==> config.mk <==
export PLATFORM = sky130hd
export DESIGN_NAME = dsm_ram
export DESIGN_NICKNAME = d
export VERILOG_FILES = /design/src/sv/dsm_ram.sv
export SDC_FILE = /design/constraint.sdc
export NUM_CORES = 1
export LEC_CHECK = 0
export BUFFER_PORTS_ARGS = -buffer_cell sky130_fd_sc_hd__buf_4
export CORE_MARGIN = 2
export CORE_UTILIZATION = 43
export DETAILED_ROUTE_END_ITERATION = 16
export HOLD_SLACK_MARGIN = 0.02
export PLACE_DENSITY = 0.63
export SLEW_MARGIN = 10
export SYNTH_ARGS = -nofsm -noshare
export SYNTH_HDL_FRONTEND = slang
export SYNTH_SLANG_ARGS = --single-unit
==> constraint.sdc <==
create_clock -name clk_i -period 3.8 [get_ports clk_i]
set_clock_uncertainty 0.1 [all_clocks]
set_input_delay 0.19 -clock clk_i [delete_from_list [all_inputs] [get_ports clk_i]]
set_output_delay 0.19 -clock clk_i [all_outputs]
set_load 0.1 [all_outputs]
==> src/sv/dsm_ram.sv <==
// ----------------------------------------------------------------------------
// dsm_ram
// Generic single-write, single-read RAM with a registered read port.
// ----------------------------------------------------------------------------
module dsm_ram #(
  parameter int unsigned WIDTH = 8,
  parameter int unsigned DEPTH = 16
) (
  input  logic                     clk_i,
  input  logic                     we_i,
  input  logic [$clog2(DEPTH)-1:0] waddr_i,
  input  logic [WIDTH-1:0]         wdata_i,
  input  logic                     re_i,
  input  logic [$clog2(DEPTH)-1:0] raddr_i,
  output logic [WIDTH-1:0]         rdata_o
);

  logic [WIDTH-1:0] mem_q [DEPTH];
  logic [WIDTH-1:0] rdata_q;

  always_ff @(posedge clk_i) begin
    if (we_i) begin
      mem_q[waddr_i] <= wdata_i;
    end
    if (re_i) begin
      rdata_q <= mem_q[raddr_i];
    end
  end

  assign rdata_o = rdata_q;

endmodule

Yosys cells after proc, flatten, opt, wreduce, memory -nomap -nowiden
Memories as Yosys holds them, arrays and structs flattened. A register that Yosys moved wholly into a read port is not among the register bits.
Index checks and enable logic that the tools add are counted.
- memories kept: 1
- word-level logic and storage cells: 3
- input port bits: 19
- flip-flop bits (word level): 0
- output and inout bits: 8
- RAM bits: 128
- memories (name ; words ; width ; rd ports ; clocked after memory_dff ; write ports ; line ; source):
    mem_q ; 16 ; 8 ; 1 ; 1 ; 1 ; 18 ; logic [WIDTH-1:0] mem_q [DEPTH];
- muxes and demuxes: 2
- operators with widths (cell ; number):
    $mux 1 ; 2

Logic depth before layout (Yosys ltp)
Gate-level depths: netlist of the first run.
- word-level depth: 2
- depth in mapped cells: 5
- depth with buffers taken out: 3

Worst setup path before layout of the first run
Ideal clock, no wire load.
- path kind: input to register
- start point: input waddr_i[2]
- end point: memory mem_q[0][0] (enable)
- arrival time: 1.300 ns
- buffers on the path: 0
- cell stages on the path: 2
- library setup time: 0.383 ns
- path slack: 2.017 ns
- data required time: 3.317 ns
- cells stage by stage: or3b_2 -> nor3_1
- RTL lines (element ; line ; source):
    from (decl) ; 11 ; input logic [$clog2(DEPTH)-1:0] waddr_i,
    to (decl) ; 18 ;
No word-level cell before the write port.

==> results of run 1 <==
## cell families (layout without fill, tap and decap cells)
family / after synthesis / after routing
AOI/OAI and AO/OA: 16 / 16
buffers and inverters: 10 / 69
DFF: 136 / 136
muxes: 32 / 32
and+or+nand+nor: 35 / 35
## layout make-up
class | instances | area [um^2] | area share
Sequential cell | 136 | 4080 | 0.656
Multi-Input combinational cell | 83 | 1070 | 0.172
Clock buffer | 18 | 429 | 0.0690
Timing Repair Buffer | 37 | 300 | 0.0483
Tap cell | 147 | 184 | 0.0296
Clock inverter | 14 | 158 | 0.0253
## placed cells by master (no fill, tap or decap)
cell	n
sky130_fd_sc_hd__and2b_1	1
sky130_fd_sc_hd__clkinvlp_4	2
sky130_fd_sc_hd__dlygate4sd3_1	9
sky130_fd_sc_hd__nand3_1	1
sky130_fd_sc_hd__a22oi_1	16
sky130_fd_sc_hd__mux4_2	18
sky130_fd_sc_hd__or3b_2	1
sky130_fd_sc_hd__nor3_1	2
sky130_fd_sc_hd__nand3b_1	2
sky130_fd_sc_hd__clkinv_1	3
sky130_fd_sc_hd__bufinv_16	3
sky130_fd_sc_hd__nor3_2	2
sky130_fd_sc_hd__mux4_1	14
sky130_fd_sc_hd__clkinv_4	3
sky130_fd_sc_hd__and2_1	1
sky130_fd_sc_hd__nor2b_1	1
sky130_fd_sc_hd__edfxtp_1	136
sky130_fd_sc_hd__clkbuf_1	1
sky130_fd_sc_hd__buf_4	28
sky130_fd_sc_hd__clkbuf_16	17
sky130_fd_sc_hd__nand2b_1	2
sky130_fd_sc_hd__nor2_1	13
sky130_fd_sc_hd__clkinv_2	3
sky130_fd_sc_hd__nand2_1	9
## final timing paths
path                              startpoint     endpoint  slack [ns]  cells past startpoint
worst max-delay path              raddr_i[0]   rdata_o[1]        2.11                      4
worst min-delay path              waddr_i[1]  mem_q[0][2]        0.12                      2
worst max register to register   mem_q[0][6]   rdata_o[6]        2.16                      3
worst min register to register  mem_q[14][5]   rdata_o[5]        0.64                      3
## report_power, final
| part | internal (mW) | leakage, nW | switching, mW |
|---|---|---|---|
| registers | 1.69 | 1.24 | 0.00910 |
| logic | 0.0741 | 0.546 | 0.142 |
| clock network | 1.02 | 0.282 | 0.594 |
## metrics by stage
step | util | power, mW | cells | hold slack (ns)
finish | 0.520 | 3.53 | 435 | 0.118
global route | 0.520 | 3.65 | 435 | 0.131
CTS | 0.520 | 3.57 | 435 | 0.113
detailed placement | 0.464 | 1.94 | 394 | 0.410
global placement | 0.463 | 1.94 | 394 | 0.395
floorplan | - | 1.87 | 229 | 0.189
## flip-flops by register name (all words and copies together) (netlist names)
| signal | flops |
|---|---|
| mem_q | 128 |
| rdata_o | 8 |
## what timing repair did
| action | CTS | global route |
|---|---|---|
| hold buffers | 9 | 0 |
| endpoints found under the hold margin | 136 | 0 |
| gates resized for setup | 0 | 0 |
## worst register-to-register path: cells and delay by family, from the launching register on
| family | cells | cell delay [ns] |
|---|---|---|
| and+or+nand+nor | 1 | 0.15 |
| muxes | 1 | 0.47 |
| AOI/OAI and AO/OA | 1 | 0.28 |
| DFF | 1 | 0.38 |
## layer usage
metal  GRT usage  up-vias  wire, um
li1            -     1074         -
met1       0.252     1279      4840
met2       0.267       75      4940
met3      0.0466        2       571
met4      0.0488        0        28
met5           0        -         0
==> results.txt, run 1 <==
- During I/O placement, the number of pins put on the boundary was 27.
- Of the total synthesized cell area, the portion taken by full adders, half adders and majority gates is 0.
- In the final routed layout, each cell accounts on average for 23.9 um.
- Arrival time at the worst endpoint: ~1.7 ns
- After synthesis, the share of cell area in mux cells is 0.148.
* Post-Syn Area per Cell: about 23 um^2
- In the post-synthesis netlist, the cell with the most instances is sky130_fd_sc_hd__edfxtp_1.
- At the end of the flow, the number of nets in the layout was 294.
- The die covers 13,100 um^2.
- At the pin with the least slew margin, the transition time is 1.02 ns.
- Register clock-pin slew on the reported worst setup and hold paths: 0.05 ns
- The placed instances occupy a cell area of about 5500 um^2.
- Data required time of the worst path: 3.84 ns
* Total grt overflow: 0
- Setup violations remaining at the end of the flow were counted as 0.
- Largest vdd supply drop: 0.337 mV
- Yosys top cell area share: 0.781
- Counting flops with an async set or reset pin after synthesis yields a share of 0.
- Placement Setup Slack: 1.68 ns
* EDFF count, synth: approximately 140
- Synthesis handed over a netlist of about 230 instances.
* Critical path, cell by cell: buf_4 > mux4_1 > a22oi_1 > nand2_1
- Depth of the CTS H-tree: 4
* Inserted Clock Buffers: 17
* Routed Antenna Nets: 0
- Combined global-route utilization of all metal layers: 0.175
- Detailed-routing iteration count for the pre-antenna-repair pass: 5
- Cell types with the largest area share after synthesis: sky130_fd_sc_hd__edfxtp_1 (78%), sky130_fd_sc_hd__mux4_2 (7.8%), sky130_fd_sc_hd__mux4_1 (7.0%)
- For this run, the register share of the synthesized area comes to 0.781.
- GPL Wtd Cong: 0.718
* Maximum root-to-sink buffer count: 2
- CTS tree: done
- Final cycle utilization of the critical path: 0.445
- Dividing the detail-routed via count by the number of cells gives 5.59.
* Source-to-sink clock delay at the later pin of the worst-skew pair: 0.42 ns
- Counting distinct cell types in the post-synthesis netlist gives 18.
- The flow ran to the end, and the final reports show no timing, DRC or antenna violations.
* Maximum number of pins on one net before global-route repair: 33
* Startpoint type of the worst setup path: input pin
* Post-route DRC violation count: 0
- Horizontal die dimension: 114 um
- For this run, the number of Yosys warnings is 0.
* Die height: 114 um
* Core footprint: 12,000 um^2
* Synthesized netlist net count: 248
* Total vias in the final route: approximately 2,400
- Buffers plus inverters on the worst setup path: 1
- STA classifies the critical path endpoint as a register.
- On the worst path, the slowest cell contributes a delay of approximately 0.64 ns.
- Share of synthesized cell area in and, or, nand and nor gates: 0.0314
- Post-synth top flop: sky130_fd_sc_hd__edfxtp_1
- Kind of path behind the tightest hold check: in -> reg
- For this configuration, the core starts out at a cell density of 0.437.
* Post-layout min period: between 1.5 and 2 ns
- Maximum frequency from static timing analysis: 592 MHz
- Fillcell total: 914
- Commonest cells in the netlist: sky130_fd_sc_hd__edfxtp_1 (136), sky130_fd_sc_hd__mux4_2 (18), sky130_fd_sc_hd__a22oi_1 (16)
* Share of layout cells above drive strength 1: 0.267
* Worst path slowest cell: sky130_fd_sc_hd__mux4_1
- By area, the combinational part of the netlist is dominated by multiplexers.
- For this design the ratio of total power to cell area is 568 nW/um^2.
* Largest area contributor in the synthesized netlist: sky130_fd_sc_hd__edfxtp_1
- Static leakage: 2.06 nW
* Setup repair after global routing missed its margin: false
- The first routing iteration left 174 violations.
- Final hold viol count: 0
- Number of violations of the max-capacitance limit: 0
* Compound-Gate Fraction of Synth Area: 0.0230
- Number of antenna diodes: 0
- Total Negative Setup Slacks: 0 ns
* Buffers on Ports: 26
- After detailed routing, the total wire length is approximately 10,000 um.
- Post-synthesis share of cell area spent on xor and xnor gates: 0
* Final max-slew violation count: 0
* Highest fanout seen on the critical path: 32
* Vias in the first global route: 2,496
* #FFs+latches synth: 136
* Number of standard-cell rows in the floorplan: 40
- Clock root buffer: sky130_fd_sc_hd__clkbuf_16
* Area of all placed cells without fillers: 6220 um^2
* Number of antenna violations at the first check in global routing: 0
- Least setup slack across all paths after layout: about 2.1 ns
* Num Clock Sinks: 136
- Wire length of the first global-routing pass: 15,800 um
* Worst slew margin relative to its limit: 0.320
* Area Growth Syn to Fin: 19.0%
- DP Wirelength: 6200 um
- Cell area after synthesis: 5230 um^2
* Setup repair bufs after CTS: 0
- Worst Path Class, Setup: in -> reg
- Top cell family by delay on the critical path: multiplexers
No activity file was read; power rests on OpenSTA's default activity.
==> inputs of run 2 (changes only) <==
--- a/config.mk
+++ b/config.mk
@@ -5,6 +5,7 @@
 export SDC_FILE = /design/constraint.sdc
 export NUM_CORES = 1
 export LEC_CHECK = 0
+export ABC_AREA = 1
 export BUFFER_PORTS_ARGS = -buffer_cell sky130_fd_sc_hd__buf_4
 export CORE_MARGIN = 2
 export CORE_UTILIZATION = 43
==> constraint.sdc (replaced) <==
create_clock -name clk_i -period 1.6 [get_ports clk_i]
set_clock_uncertainty 0.1 [all_clocks]
set_input_delay 0.08 -clock clk_i [delete_from_list [all_inputs] [get_ports clk_i]]
set_output_delay 0.08 -clock clk_i [all_outputs]
set_load 0.1 [all_outputs]
==> run 2 against run 1 <==
Total power grew 140%. Sequential power grew 140%. Critical path depth grew 2. Hold slack lost 0.030 ns. Critical path type is now reg -> reg. Synthesized cell count grew 140%. Core utilization grew 0.51 points. Clock power grew 120%. Area after synthesis grew 12%. Register-to-register slack lost 1.8 ns. Critical endpoint unchanged. Die area grew 11%.
==> results.txt, run 2 <==
* Cell area after synthesis: 5850 um^2 (+12%)
- The register area share after synthesis is 0.698 (-0.0828).
* Number of violations of the max-capacitance limit: 0 (unchanged)
- Final hold viol count: 0 (unchanged)
- The count of cell types in the netlist came to 11 (-7).
- Startpoint type of the worst setup path: register
* Fillcell total: 1,206 (+32%)
* Maximum number of pins on one net before global-route repair: 65 (+97%)
- The worst path in the final design needs a cycle of 1.28 ns, including I/O delays and setup.
- Post-Syn Area per Cell: 10.6 um^2 (-54%)
- Summed over all instances, the cell type with the most area after synthesis is sky130_fd_sc_hd__edfxtp_1.
- Area of all placed cells without fillers: 6960 um^2 (+12%)
- Horizontal die dimension: 121 um (+5.6%)
* Worst slew margin relative to its limit: 0.739 (+0.418)
- The minimum setup slack in the final design was 0.320 ns (-1.79 ns).
- Status: finished, final reports clean
- Source-to-sink clock delay at the later pin of the worst-skew pair: 0.42 ns (about the same)
* CP max stage delay: 0.35 ns (-0.29 ns)
- Via-to-Cell Ratio: 4.85 (-13%)
- Tightest hold margin: 0.0884 ns (-0.0301 ns)
- Ranked by flip-flop count, first place goes to mem_q.
* Most common cell after layout, fill and taps aside: sky130_fd_sc_hd__nand2_1
* Cell area reported after detailed placement: 6310 um^2 (+14%)
* Arrival time at the worst endpoint: 1.34 ns (-0.39 ns)
- Proportion of synthesized flip-flops having asynchronous set or reset: 0 (unchanged)
- The utilization after layout came to 0.525 (+0.00513).
- TritonCTS built the clock tree.
- The number of nets in the layout is 623 (+110%).
- Static leakage: 3.00 nW (+45%)
* Number of antenna violations at the first check in global routing: 0 (unchanged)
- Post-route DRC violation count: 0 (unchanged)
- Sorting the synthesized cells by area gives the leading types as sky130_fd_sc_hd__edfxtp_1 (70%), sky130_fd_sc_hd__nand2_1 (11%), sky130_fd_sc_hd__nand3_1 (8.3%).
- Drt wl/cell: 16.6 um (-30%)
* Worst Path Class, Setup: reg -> reg
* Number of standard-cell rows in the floorplan: 42 (+5.0%)
- Post-synth top flop: sky130_fd_sc_hd__edfxtp_1
- The number of cells traversed by the worst hold path is 4 (+2).
- Post_cts resized: 0 (unchanged)
- Nature of the critical path endpoint: register
- Among the stages of the critical path, the cell type that occurs most often is sky130_fd_sc_hd__nand3_1.
* Gate count after technology mapping: 551 (+140%)
- Traced cell by cell, the critical path runs through inv_1 > nand2_1 > nand3_1 > nand3_1 > nand3_1 > nand2_1.
* Most numerous cell in the Yosys netlist: sky130_fd_sc_hd__nand2_1
* Kind of path behind the tightest hold check: in -> reg
* Worst Max-Slew Pin Slew: 0.392 ns (-0.624 ns)
- Die height: 121 um (+5.6%)
- DP Wirelength: 8020 um (+29%)
- Total grt overflow: 0 (unchanged)
- Share of layout cells above drive strength 1: 0.123 (-0.144)
- The area added between synthesis and finish was 19.0% (about the same).
- Routed Antenna Nets: 0 (unchanged)
* Setup repair after global routing missed its margin: false
- The vias after detailed routing was 3,844 (+58%).
- Setup repair bufs after CTS: 0 (unchanged)
- The number of hold buffers added after CTS is 10 (+1).
* Detailed-routing iteration count for the pre-antenna-repair pass: 5 (unchanged)
- The number of global-route vias before repair is 3,678 (+47%).
* Maximum root-to-sink buffer count: 2 (unchanged)
- On the critical path the largest part of the delay comes from simple AND/OR/NAND/NOR gates.
* Final max-slew violation count: 0 (unchanged)
- Power per cell area: 1200 nW/um^2 (+110%)
- The number of clock buffers inserted by TritonCTS was 17 (unchanged).
- The number of port buffers came to 26 (unchanged).
- CTS placed an instance of sky130_fd_sc_hd__clkbuf_16 at the clock tree root.
* DRT iter0 DRCs: 382 (+120%)
- Drt total wl: 13,200 um (+27%)
- The number of buffer and inverter instances along the worst setup path is 1 (unchanged).
* Number of cells traversed by the worst register-to-register path: 6 (+3)
* Highest fanout seen on the critical path: 1 (-97%)
- The synthesized net count is 570 (+130%).
- Most frequent cells in the layout: sky130_fd_sc_hd__nand2_1 (173), sky130_fd_sc_hd__edfxtp_1 (136), sky130_fd_sc_hd__inv_1 (100)
- Num Clock Sinks: 136 (unchanged)
- Area of the die: 14,500 um^2 (+11%)
* GPL Wtd Cong: 0.808 (+12%)
* Final cycle utilization of the critical path: 0.800
- Wire length of the first global-routing pass: 20,700 um (+31%)
- The number of synthesized flops with an enable pin is 136 (unchanged).
* Register clock-pin slew on the reported worst setup and hold paths: 0.06 ns (about the same)
- The area fraction of the dominant cell type after synthesis was 0.698 (-0.0828).
- The worst setup slack after placement was 0.123 ns (-1.55 ns).
- The overall global routing resource usage came to 0.198 (+0.0236).
- Maximum frequency from static timing analysis: 781 MHz
* Largest register FFs: 128 (unchanged)
* Total setup violations reported at the end of the flow: 0 (unchanged)
- The minimum setup slack among reg-to-reg paths came to 0.32 ns (-1.84 ns).
- The final setup TNS is 0 ns (unchanged).
* Depth of the CTS H-tree: 4 (unchanged)
* Number of antenna diodes: 0 (unchanged)
- Core footprint: 13,200 um^2 (+11%)
- The total of warnings raised by yosys was 0 (unchanged).
- Initial Utilization: 0.442 (+0.00449)
* Data required time of the worst path: 1.66 ns (-2.18 ns)
* Commonest cells in the netlist: sky130_fd_sc_hd__nand2_1 (173), sky130_fd_sc_hd__edfxtp_1 (136), sky130_fd_sc_hd__inv_1 (100)
- The critical path depth in cells came to 6 (+2).
- The post-synthesis sequential element count is 136 (unchanged).
- Largest vdd supply drop: 0.659 mV (+95%)
* Worst path slowest cell: sky130_fd_sc_hd__edfxtp_1
- The boundary pin count was 27 (unchanged).
run 2: path summary, 6_finish.rpt:
| path | start | endpoint |
|---|---|---|
| worst min register to register | mem_q[10][6] | rdata_o[6] |
| worst max register to register | mem_q[6][1] | rdata_o[1] |
| worst max-delay path | mem_q[6][1] | rdata_o[1] |
| worst min-delay path | raddr_i[2] | rdata_o[7] |
run 2: metal layers:
layer / wire length [um] / up-vias / GRT usage
met1: 5890 / 1822 / 0.260
met3: 594 / 22 / 0.0434
met4: 294 / 0 / 0.0981
met5: 0 / - / 0
met2: 6380 / 115 / 0.313
li1: - / 1885 / -
run 2: stage by stage:
stage | instances | total power [mW]
CTS | 793 | 8.38
finish | 793 | 8.32
global placement | 751 | 4.75
detailed placement | 751 | 4.75
floorplan | 551 | 4.51
global route | 793 | 8.60
run 2: report_power, final:
| group | switching (mW) | internal (mW) | leakage, nW |
|---|---|---|---|
| combinational | 0.469 | 0.190 | 1.49 |
| sequential | 0.0214 | 4.02 | 1.24 |
| clock | 1.37 | 2.25 | 0.270 |
| total | 1.86 | 6.46 | 3.00 |
run 2: layout make-up:
type	count	area (um^2)	share of cell area
clock inverter	12	109	0.0156
multi-input combinational	289	1210	0.174
tap	176	220	0.0317
sequential	136	4080	0.587
inverter	102	383	0.0550
timing repair buffer	58	510	0.0734
clock buffer	20	437	0.0628
run 2: worst register-to-register path: stages (launching register included):
cell and delay [ns]:
sky130_fd_sc_hd__edfxtp_1 0.35, sky130_fd_sc_hd__inv_1 0.07, sky130_fd_sc_hd__nand2_1 0.06, sky130_fd_sc_hd__nand3_1 0.07, sky130_fd_sc_hd__nand3_1 0.11, sky130_fd_sc_hd__nand3_1 0.17
sky130_fd_sc_hd__nand2_1 0.09
run 2: logic make-up after synthesis:
family | after synthesis | synth area share
and+or+nand+nor | 289 | 0.208
DFF | 136 | 0.698
buffers and inverters | 126 | 0.0939
